## config.mk

```make
export PLATFORM = sky130hd
export DESIGN_NAME = calendar_clock_counter
export DESIGN_NICKNAME = d
export VERILOG_FILES = /design/src/cal_pkg.sv /design/src/cal_next.sv /design/src/calendar_clock_counter.sv
export SDC_FILE = /design/constraint.sdc
export NUM_CORES = 1
export LEC_CHECK = 0
export BUFFER_PORTS_ARGS = -buffer_cell sky130_fd_sc_hd__buf_2
export CELL_PAD_IN_SITES_DETAIL_PLACEMENT = 1
export CELL_PAD_IN_SITES_GLOBAL_PLACEMENT = 2
export CORE_UTILIZATION = 42
export DETAILED_ROUTE_END_ITERATION = 8
export PLACE_DENSITY = 0.87
export SYNTH_ARGS = -nofsm -noshare
export SYNTH_HDL_FRONTEND = slang
export SYNTH_SLANG_ARGS = --single-unit
export TNS_END_PERCENT = 20
```

## constraint.sdc

```tcl
create_clock -name i_clk -period 10.65 [get_ports i_clk]
set_clock_uncertainty 0.15 [all_clocks]
set_input_delay 1.065 -clock i_clk [delete_from_list [all_inputs] [get_ports i_clk]]
set_output_delay 1.065 -clock i_clk [all_outputs]
set_load 0.1 [all_outputs]
```

## src/cal_pkg.sv

```systemverilog
// Shared types, constants and calendar helper functions for calendar_clock_counter.
// No dependencies; imported by cal_next and calendar_clock_counter.
package cal_pkg;

    // Command codes carried by the cmd field
    localparam logic CMD_TICK = 1'b0;
    localparam logic CMD_SET  = 1'b1;

    // Field limits
    localparam logic [5:0] SEC_MAX   = 6'd59;
    localparam logic [5:0] MIN_MAX   = 6'd59;
    localparam logic [4:0] HOUR_MAX  = 5'd23;
    localparam logic [3:0] MONTH_MAX = 4'd12;

    // Divisibility by 25 on a 16-bit value: multiply by the inverse of 25 mod 2^16
    // and compare against floor((2^16 - 1) / 25).
    localparam logic [15:0] INV25      = 16'd23593;
    localparam logic [15:0] DIV25_LIMIT = 16'd2621;

    typedef struct packed {
        logic [15:0] year;
        logic [3:0]  month;
        logic [4:0]  day;
        logic [4:0]  hour;
        logic [5:0]  minute;
        logic [5:0]  second;
    } t_time;

    localparam t_time TIME_RESET = '{
        year:   16'd2000,
        month:  4'd1,
        day:    5'd1,
        hour:   5'd0,
        minute: 6'd0,
        second: 6'd0
    };

    // Gregorian rule: div by 400 = div by 16 and 25; div by 100 = div by 4 and 25
    function automatic logic is_leap(input logic [15:0] y);
        logic [15:0] prod;
        logic        div4;
        logic        div16;
        logic        div25;
        prod  = y * INV25;
        div4  = (y[1:0] == 2'b00);
        div16 = (y[3:0] == 4'b0000);
        div25 = (prod <= DIV25_LIMIT);
        return div4 && (!div25 || div16);
    endfunction

    // Month length; 0 for a month code outside 1..12
    function automatic logic [4:0] days_in(input logic leap, input logic [3:0] m);
        logic [4:0] len;
        unique case (m)
            4'd1, 4'd3, 4'd5, 4'd7, 4'd8, 4'd10, 4'd12: len = 5'd31;
            4'd4, 4'd6, 4'd9, 4'd11:                    len = 5'd30;
            4'd2:                                       len = leap ? 5'd29 : 5'd28;
            default:                                    len = 5'd0;
        endcase
        return len;
    endfunction

endpackage

```

## src/cal_next.sv

```systemverilog
// Next-time logic for calendar_clock_counter: one-second carry chain and set check.
// Depends on cal_pkg.
module cal_next
    import cal_pkg::*;
(
    input  logic  i_cmd,
    input  t_time i_cur,
    input  t_time i_set,
    output t_time o_next,
    output logic  o_status
);

    t_time      tick_time;
    logic [4:0] cur_dim;
    logic [4:0] set_dim;
    logic       set_ok;
    logic       c_min;
    logic       c_hour;
    logic       c_day;
    logic       c_month;
    logic       c_year;

    assign cur_dim = days_in(is_leap(i_cur.year), i_cur.month);
    assign set_dim = days_in(is_leap(i_set.year), i_set.month);

    // carry ripple; the >= compares also fold any over-range field back
    always_comb begin
        c_min   = (i_cur.second >= SEC_MAX);
        c_hour  = c_min  && (i_cur.minute >= MIN_MAX);
        c_day   = c_hour && (i_cur.hour >= HOUR_MAX);
        c_month = c_day  && (i_cur.day >= cur_dim);
        c_year  = c_month && (i_cur.month >= MONTH_MAX);

        tick_time.second = c_min   ? 6'd0 : i_cur.second + 6'd1;
        tick_time.minute = c_hour  ? 6'd0 : (c_min   ? i_cur.minute + 6'd1 : i_cur.minute);
        tick_time.hour   = c_day   ? 5'd0 : (c_hour  ? i_cur.hour + 5'd1   : i_cur.hour);
        tick_time.day    = c_month ? 5'd1 : (c_day   ? i_cur.day + 5'd1    : i_cur.day);
        tick_time.month  = c_year  ? 4'd1 : (c_month ? i_cur.month + 4'd1  : i_cur.month);
        tick_time.year   = c_year  ? i_cur.year + 16'd1 : i_cur.year;
    end

    // set_dim is 0 for an illegal month, so the day compare rejects it too
    assign set_ok = (i_set.hour <= HOUR_MAX) && (i_set.minute <= MIN_MAX)
                 && (i_set.second <= SEC_MAX) && (i_set.day != 5'd0)
                 && (i_set.day <= set_dim);

    always_comb begin
        unique case (i_cmd)
            CMD_TICK: begin
                o_next   = tick_time;
                o_status = 1'b0;
            end
            CMD_SET: begin
                o_next   = set_ok ? i_set : i_cur;
                o_status = !set_ok;
            end
            default: begin
                o_next   = i_cur;
                o_status = 1'b0;
            end
        endcase
    end

endmodule

```

## src/calendar_clock_counter.sv

```systemverilog
// Top level of the real-time clock calendar: input register, time state, result register.
// Depends on cal_pkg and cal_next.
//
// Usage:
//   Input channel (i_valid / o_stall): a word is a command, either a one-second
//   tick (i_cmd = CMD_TICK) or a date/time set (i_cmd = CMD_SET) with the new
//   fields. Output channel (o_valid / i_stall): one word per input, the time
//   after that command and o_status (1 when a set was illegal and ignored).
//   An accepted word sits in the input register until it can advance, then
//   the time state and the result register update together.
//   Throughput is one word per cycle while the receiver does not stall; the
//   leap-year check (one 16-bit constant multiply per year checked) and the
//   carry chain fit in that single stage.
//   When the receiver stalls, the result register holds its word, the input
//   register keeps one more, and o_stall rises only when both are full.
//   Synchronous active-low reset empties both registers and sets the time to
//   2000-01-01 00:00:00.
module calendar_clock_counter
    import cal_pkg::*;
(
    input  logic        i_clk,
    input  logic        i_rst_n,
    input  logic        i_valid,
    output logic        o_stall,
    input  logic        i_cmd,
    input  logic [15:0] i_new_year,
    input  logic [3:0]  i_new_month,
    input  logic [4:0]  i_new_day,
    input  logic [4:0]  i_new_hour,
    input  logic [5:0]  i_new_minute,
    input  logic [5:0]  i_new_second,
    output logic        o_valid,
    input  logic        i_stall,
    output logic [15:0] o_cur_year,
    output logic [3:0]  o_cur_month,
    output logic [4:0]  o_cur_day,
    output logic [4:0]  o_cur_hour,
    output logic [5:0]  o_cur_minute,
    output logic [5:0]  o_cur_second,
    output logic        o_status
);

    logic  r_in_valid;
    logic  r_in_cmd;
    t_time r_in_set;
    t_time r_time;
    logic  r_out_valid;
    t_time r_out_time;
    logic  r_out_status;

    t_time n_time;
    logic  n_status;
    logic  advance;
    logic  take;

    // word moves from the input register into the result register
    assign advance = r_in_valid && (!r_out_valid || !i_stall);
    assign take    = i_valid && !o_stall;
    assign o_stall = r_in_valid && !advance;

    cal_next u_next (
        .i_cmd    (r_in_cmd),
        .i_cur    (r_time),
        .i_set    (r_in_set),
        .o_next   (n_time),
        .o_status (n_status)
    );

    always_ff @(posedge i_clk) begin
        if (!i_rst_n) begin
            r_in_valid  <= 1'b0;
            r_out_valid <= 1'b0;
            r_time      <= TIME_RESET;
        end else begin
            if (take) begin
                r_in_valid <= 1'b1;
            end else if (advance) begin
                r_in_valid <= 1'b0;
            end
            if (advance) begin
                r_out_valid <= 1'b1;
                r_time      <= n_time;
            end else if (!i_stall) begin
                r_out_valid <= 1'b0;
            end
        end
    end

    always_ff @(posedge i_clk) begin
        if (take) begin
            r_in_cmd        <= i_cmd;
            r_in_set.year   <= i_new_year;
            r_in_set.month  <= i_new_month;
            r_in_set.day    <= i_new_day;
            r_in_set.hour   <= i_new_hour;
            r_in_set.minute <= i_new_minute;
            r_in_set.second <= i_new_second;
        end
        if (advance) begin
            r_out_time   <= n_time;
            r_out_status <= n_status;
        end
    end

    assign o_valid      = r_out_valid;
    assign o_cur_year   = r_out_time.year;
    assign o_cur_month  = r_out_time.month;
    assign o_cur_day    = r_out_time.day;
    assign o_cur_hour   = r_out_time.hour;
    assign o_cur_minute = r_out_time.minute;
    assign o_cur_second = r_out_time.second;
    assign o_status     = r_out_status;

endmodule
```

Word-level counts from Yosys, hierarchy flattened
Index checks and enable logic that the tools add are counted.
- output and inout bits: 45
- bits of input ports: 47
- latch bits: 0
- ROM bits: 0
- memories: 0
- logic and storage cells: 121
- flip-flop bits (word level): 130
- memory bits (writable): 0
- add/subtract/negate cells: 6
- bitwise gates (word level): 1
- shift operators: 0
- multiplexer cells: 21
- reductions and logical operators: 33
- divide/modulo/power cells: 0
- multiply operators: 2
- equality and inequality tests: 25
- $lt $le $gt $ge: 11
- operators with widths (kind ; number):
    case mux 42 bit (2 select lines) ; 1
    2-to-1 mux 42 bit ; 1
    equality test 4 bit, second input constant ; 10
    equality test 4 x 3 -> 1 bit, second input constant ; 8
    less-or-equal comparator 16 x 12 -> 1 bit, second input constant ; 2
    multiplier 16 x 15 -> 16 bit, second input constant ; 2
    case mux 5 bit (3 select lines) ; 2
    2-to-1 mux 5 bit ; 4
    2-to-1 mux 6 bit ; 3
    adder 16 x 1 -> 16 bit, second input constant ; 1
    equality test 4 x 2 -> 1 bit, second input constant ; 4
    2-to-1 mux 16 bit ; 1
    OR reduction 7 bit ; 2
    logical AND 1 bit ; 13
    adder 6 x 1 -> 6 bit, second input constant ; 2
    >= comparator 6 bit, second input constant ; 2
    less-or-equal comparator 6 bit, second input constant ; 2
    adder 5 x 1 -> 5 bit, second input constant ; 2
    equality test 4 x 1 -> 1 bit, second input constant ; 2
    logical NOT 4 bit ; 2
    2-to-1 mux 4 bit ; 2
    OR reduction 4 bit ; 2
    logical NOT 1 bit ; 7
    2-to-1 mux 1 bit ; 6
    other kinds (13) ; 16

Longest topological paths before layout
- depth after elaboration: 12
- gate-level depth with buffers: 27
- depth with buffers taken out: 26

Modules after synthesis
Synthesis repeated with hierarchy kept, for this count alone.
- cell total of the unflattened synthesis: 957
- area, all modules: 9902.0 µm²
- by module, submodules not included (module ; cells each ; area each (µm²) ; times used ; seq. area each (µm²)):
    cal_next ; 680 ; 5470.2 ; 1 ; 0.0
    calendar_clock_counter ; 277 ; 4431.8 ; 1 ; 3463.3

Worst setup path before layout
No wires, ideal clock.
- kind: flip-flop to flip-flop
- from: register r_time[26] (netlist bit)
- to: register r_time[19] (netlist bit)
- clock period less this slack: 6.155 ns
- arrival: 5.918 ns
- data required time: 10.413 ns
- path slack: 4.495 ns
- stages on the path, launching flop included: 25
- cell sequence: dfxtp_1 ha_1 ha_1 inv_1 fa_1 fa_1 fa_1 inv_1 ha_1 xnor2_1 xnor2_1 xnor2_1 xnor2_1 mux2i_1 a41o_1 o311ai_0 ha_1 nand2b_1 a21o_1 a21oi_1 o21a_1 buf_1 nor2_1 o41a_1 a31oi_1
- word-level cells in the longest chain between the ends: 11
- elaborated cells between the ends (all ways): 13
- classes of those cells: mul: 1; order compare: 2; mux: 4; reduce/logical: 6
- ends and longest elaborated chain (what ; line ; source):
    start: declaration ; calendar_clock_counter.sv:46 ; t_time r_time;
    start signal: assignment ; calendar_clock_counter.sv:82 ; r_time <= n_time;
    multiplier 16 x 15 -> 16 bit ; cal_pkg.sv:44 ; prod = y * INV25;
    less-or-equal comparator 16 x 12 -> 1 bit ; cal_pkg.sv:47 ; div25 = (prod <= DIV25_LIMIT);
    logical NOT 1 bit ; cal_pkg.sv:48 ; return div4 && (!div25 || div16);
    logical OR 1 bit ; cal_pkg.sv:48 ;
    logical AND 1 bit (*) ; cal_pkg.sv:48 ;
    2-to-1 mux 1 bit (*) ; cal_pkg.sv:57 ; 4'd2: len = leap ? 5'd29 : 5'd28;
    case mux 5 bit (3 select lines) (*) ; cal_pkg.sv:54 ; unique case (m)
    >= comparator 5 bit (*) ; cal_next.sv:31 ; c_month = c_day && (i_cur.day >= cur_dim);
    logical AND 1 bit (*) ; cal_next.sv:31 ;
    2-to-1 mux 5 bit (*) ; cal_next.sv:37 ; tick_time.day = c_month ? 5'd1 : (c_day ? i_cur.day + 5'd1 : i_cur.day);
    case mux 42 bit (2 select lines) (*) ; cal_next.sv:48 ; unique case (i_cmd)
Every way passes the cells marked *; elsewhere a longest branch is shown, timed or not.
A chain may end at the register's enable or synchronous reset.

==> impl_metrics.env <==
export IMPL_status="finished, violations left"
export IMPL_violations="design-rule violations"
export IMPL_finalHoldViolCount=0
export IMPL_numClockSinks=130
export IMPL_portBuffers=91
export IMPL_drtPass1Iterations=6
export IMPL_nNetsFinal=1262
export IMPL_clockBufferDepth=2
export IMPL_rr_startpoint="r_time[26]"
export IMPL_drv_cap=0
export IMPL_vias=7696
export IMPL_yosysWarnings=0
export IMPL_first_iter_violations=346
export IMPL_gp_congestion=0.869
export IMPL_regToRegEndpoint="o_cur_year[12]"
export IMPL_start_util_pct=42.7
export IMPL_grt_pass1_vias=8162
export IMPL_cts_hold_buf=0
export IMPL_cpPeakStageDelay_ns=0.70
export IMPL_rows=55
export IMPL_core_um2=22600
export IMPL_fmax_mhz=140
export IMPL_synth_compound_area_share_pct=15.9
export IMPL_io_pins=92
export IMPL_grt_max_degree=73
export IMPL_irDropWorstVdd_mv=0.0976
export IMPL_post_cts_resized=0
export IMPL_yosysSeqAreaShare_pct=35.8
export IMPL_synth_top_family_by_area="adder cells"
export IMPL_final_common_cell="ha_1"
export IMPL_critPathArrivalTime_ns=7.31
export IMPL_crit_buf_inv=2
export IMPL_syn_num_nets=1180
export IMPL_worstSetupEndpointType="register"
export IMPL_finalMaxSlewViolations=0
export IMPL_reg2regPathDepth=23
export IMPL_yosys_area_share_adder_pct=25.9
export IMPL_multi_input_area_um2=5680
export IMPL_startpoint="r_time[26]"
export IMPL_hold_path_class="reg2reg"
export IMPL_synth_edf_count=86
export IMPL_setup_viol=0
export IMPL_fin_crit_sh_pct=67.2
export IMPL_powerDensity_nw_per_um2=174
export IMPL_ys_ff_latch=130
export IMPL_postCtsSetupBuffers=0
export IMPL_antennaDiodeCount=0
export IMPL_die_h_um=154
export IMPL_fin_setup_tns_ns=0
export IMPL_synthSimpleGateAreaFrac_pct=11.6
export IMPL_final_core_util_pct=48.7
export IMPL_avgSynthCellArea_um2=10.1
export IMPL_cp_start_kind="register"
export IMPL_power_leakage_nw=4.89
export IMPL_crit_end="o_cur_year[12]"
export IMPL_fillers=2527
export IMPL_synth_xor_area_share_pct=3.62
export IMPL_wire_per_inst_um=20.7
export IMPL_fin_hold_ws_ns=0.369
export IMPL_clkTransAtPathRegs_ns=0.07
export IMPL_yosysUniqueCellTypes=81
export IMPL_required_ns=10.80
export IMPL_drt_wl_total_um=27700
export IMPL_antenna_found_initial=0
export IMPL_layout_common_cells="143 x ha_1, 104 x inv_1, 91 x buf_2"
export IMPL_root_buffer="clkbuf_16"
export IMPL_slew_headroom_pct=26.2
export IMPL_insertion_delay_ns=0.43
export IMPL_async_reset_ff_share_pct=0
export IMPL_worst_path_stages=23
export IMPL_dieArea_um2=23700
export IMPL_r2r_slack_ns=3.49
export IMPL_grt_ovfl_total=0
export IMPL_dpl_hpwl_um=20400
export IMPL_synthFlopType="edfxtp_1"
export IMPL_period_needed_ns=7.16
export IMPL_syn_area_um2=9680
export IMPL_path_cells="ha_1, ha_1, inv_1, fa_1, fa_1, fa_1, inv_1, ha_1, xnor2_1, xnor2_1, xnor2_1, xnor2_1, mux2i_1, a41o_1, o311ai_0, ha_1, nand2b_1, a21o_1, a21oi_1, o21ai_1, nand3_1, o311ai_0, o221a_2"
export IMPL_synthToLayoutAreaGrowth_pct=13.9
export IMPL_cts_tree="built"
export IMPL_die_w_um=154
export IMPL_slowest_stage="o21ai_1"
export IMPL_cts_buffers=17
export IMPL_viasPerCell=5.77
export IMPL_rsz0062_at_grt="false"
export IMPL_tightest_slew_ns=1.09
export IMPL_synthCells=954
export IMPL_synth_area_mux_share_pct=1.37
export IMPL_htreeDepth=4
export IMPL_min_path_cells=2
export IMPL_seq_area_um2=3460
export IMPL_cp_top_family="adder cells"
export IMPL_antenna_left=0
export IMPL_layout_drive_gt1_share_pct=14.7
export IMPL_crit_path_max_fanout=12
export IMPL_grt_pass1_wl_um=44500
export IMPL_track_usage_pct=24.5
export IMPL_drc=2
export IMPL_setup_worst_path_class="reg2reg"
[through the flow]
stage | total power, W | worst slack (ns) | instances | area (um^2)
after floorplan | 0.00113 | 4.50 | 954 | 9680
after global placement | 0.00128 | 3.68 | 1302 | 10400
after detailed placement | 0.00130 | 3.51 | 1302 | 10400
after CTS | 0.00194 | 3.47 | 1334 | 11000
after global routing | 0.00204 | 3.04 | 1334 | 11000
final | 0.00192 | 3.49 | 1334 | 11000
[flip-flops by register name (all words and copies together), names as in the netlist]
signal,cells
r_in_set,42
r_time,42
o_cur_year,16
o_cur_minute,6
o_cur_second,6
o_cur_day,5
o_cur_hour,5
o_cur_month,4
o_status,1
o_valid,1
r_in_cmd,1
r_in_valid,1
[final cells by class]
class	instances	area share [%]
Clock buffer	17	3.86
Clock inverter	15	1.73
Inverter	105	3.58
Multi-Input combinational cell	683	51.5
Sequential cell	130	31.4
Tap cell	285	3.23
Timing Repair Buffer	99	4.68
[worst min-delay path by stage]
stage / from / endpoint / slack, ns
6_report: r_time[7] / r_time[7] / 0.37
4_1_cts: r_time[7] / r_time[7] / 0.36
2_1_floorplan: r_in_valid / o_valid / 0.30
5_1_grt: r_time[7] / r_time[7] / 0.39
3_5_place_dp: r_time[7] / r_time[7] / 0.35
3_3_place_gp: r_in_valid / o_valid / 0.33
[synth_stat cells (all sizes together), types with 11 or more instances]
cell	n	area, um^2
a211oi	15	113
a21oi	50	250
buf	13	78.8
clkbuf	23	87.6
dfxtp	44	881
edfxtp	86	2580
fa	36	721
ha	143	1790
inv	104	390
mux2i	11	110
nand2	71	277
nand3	23	115
nor2	51	191
nor3	25	130
o21ai	47	239
xnor2	33	289
[metal layers]
| metal | track usage, % | share of wire (%) | up-vias |
|---|---|---|---|
| met3 | 3.35 | 4.2 | 38 |
| met2 | 40.3 | 47 | 204 |
| li1 | - | - | 3641 |
| met1 | 33.4 | 47 | 3813 |
| met4 | 7.29 | 2.0 | 0 |
| met5 | 0 | 0 | - |
[kinds of logic (layout without fill, tap and decap cells)]
group | Yosys count | count (layout)
simple gates | 227 | 227
mux | 13 | 13
compound gates | 224 | 224
xor+xnor | 40 | 40
fa+ha+maj | 179 | 179
flops | 130 | 130
buf+inv | 141 | 236
[worst reg2reg max path, delay by kind of cell (launching register included)]
family,cells,cell delay (ns)
buf+inv,2,0.09
flops,1,0.60
mux,1,0.21
xor+xnor,4,0.68
compound gates,7,2.00
fa+ha+maj,7,2.73
simple gates,2,0.60
[where the power goes]
part	switching (W)	internal [W]	total (W)	leakage, nW
Combinational	0.000417	0.000271	0.000688	3.41
Sequential	0.0000335	0.000573	0.000607	1.18
Clock	0.000270	0.000358	0.000629	0.302
Total	0.000721	0.00120	0.00192	4.89
(Power assumes the default switching activity.)
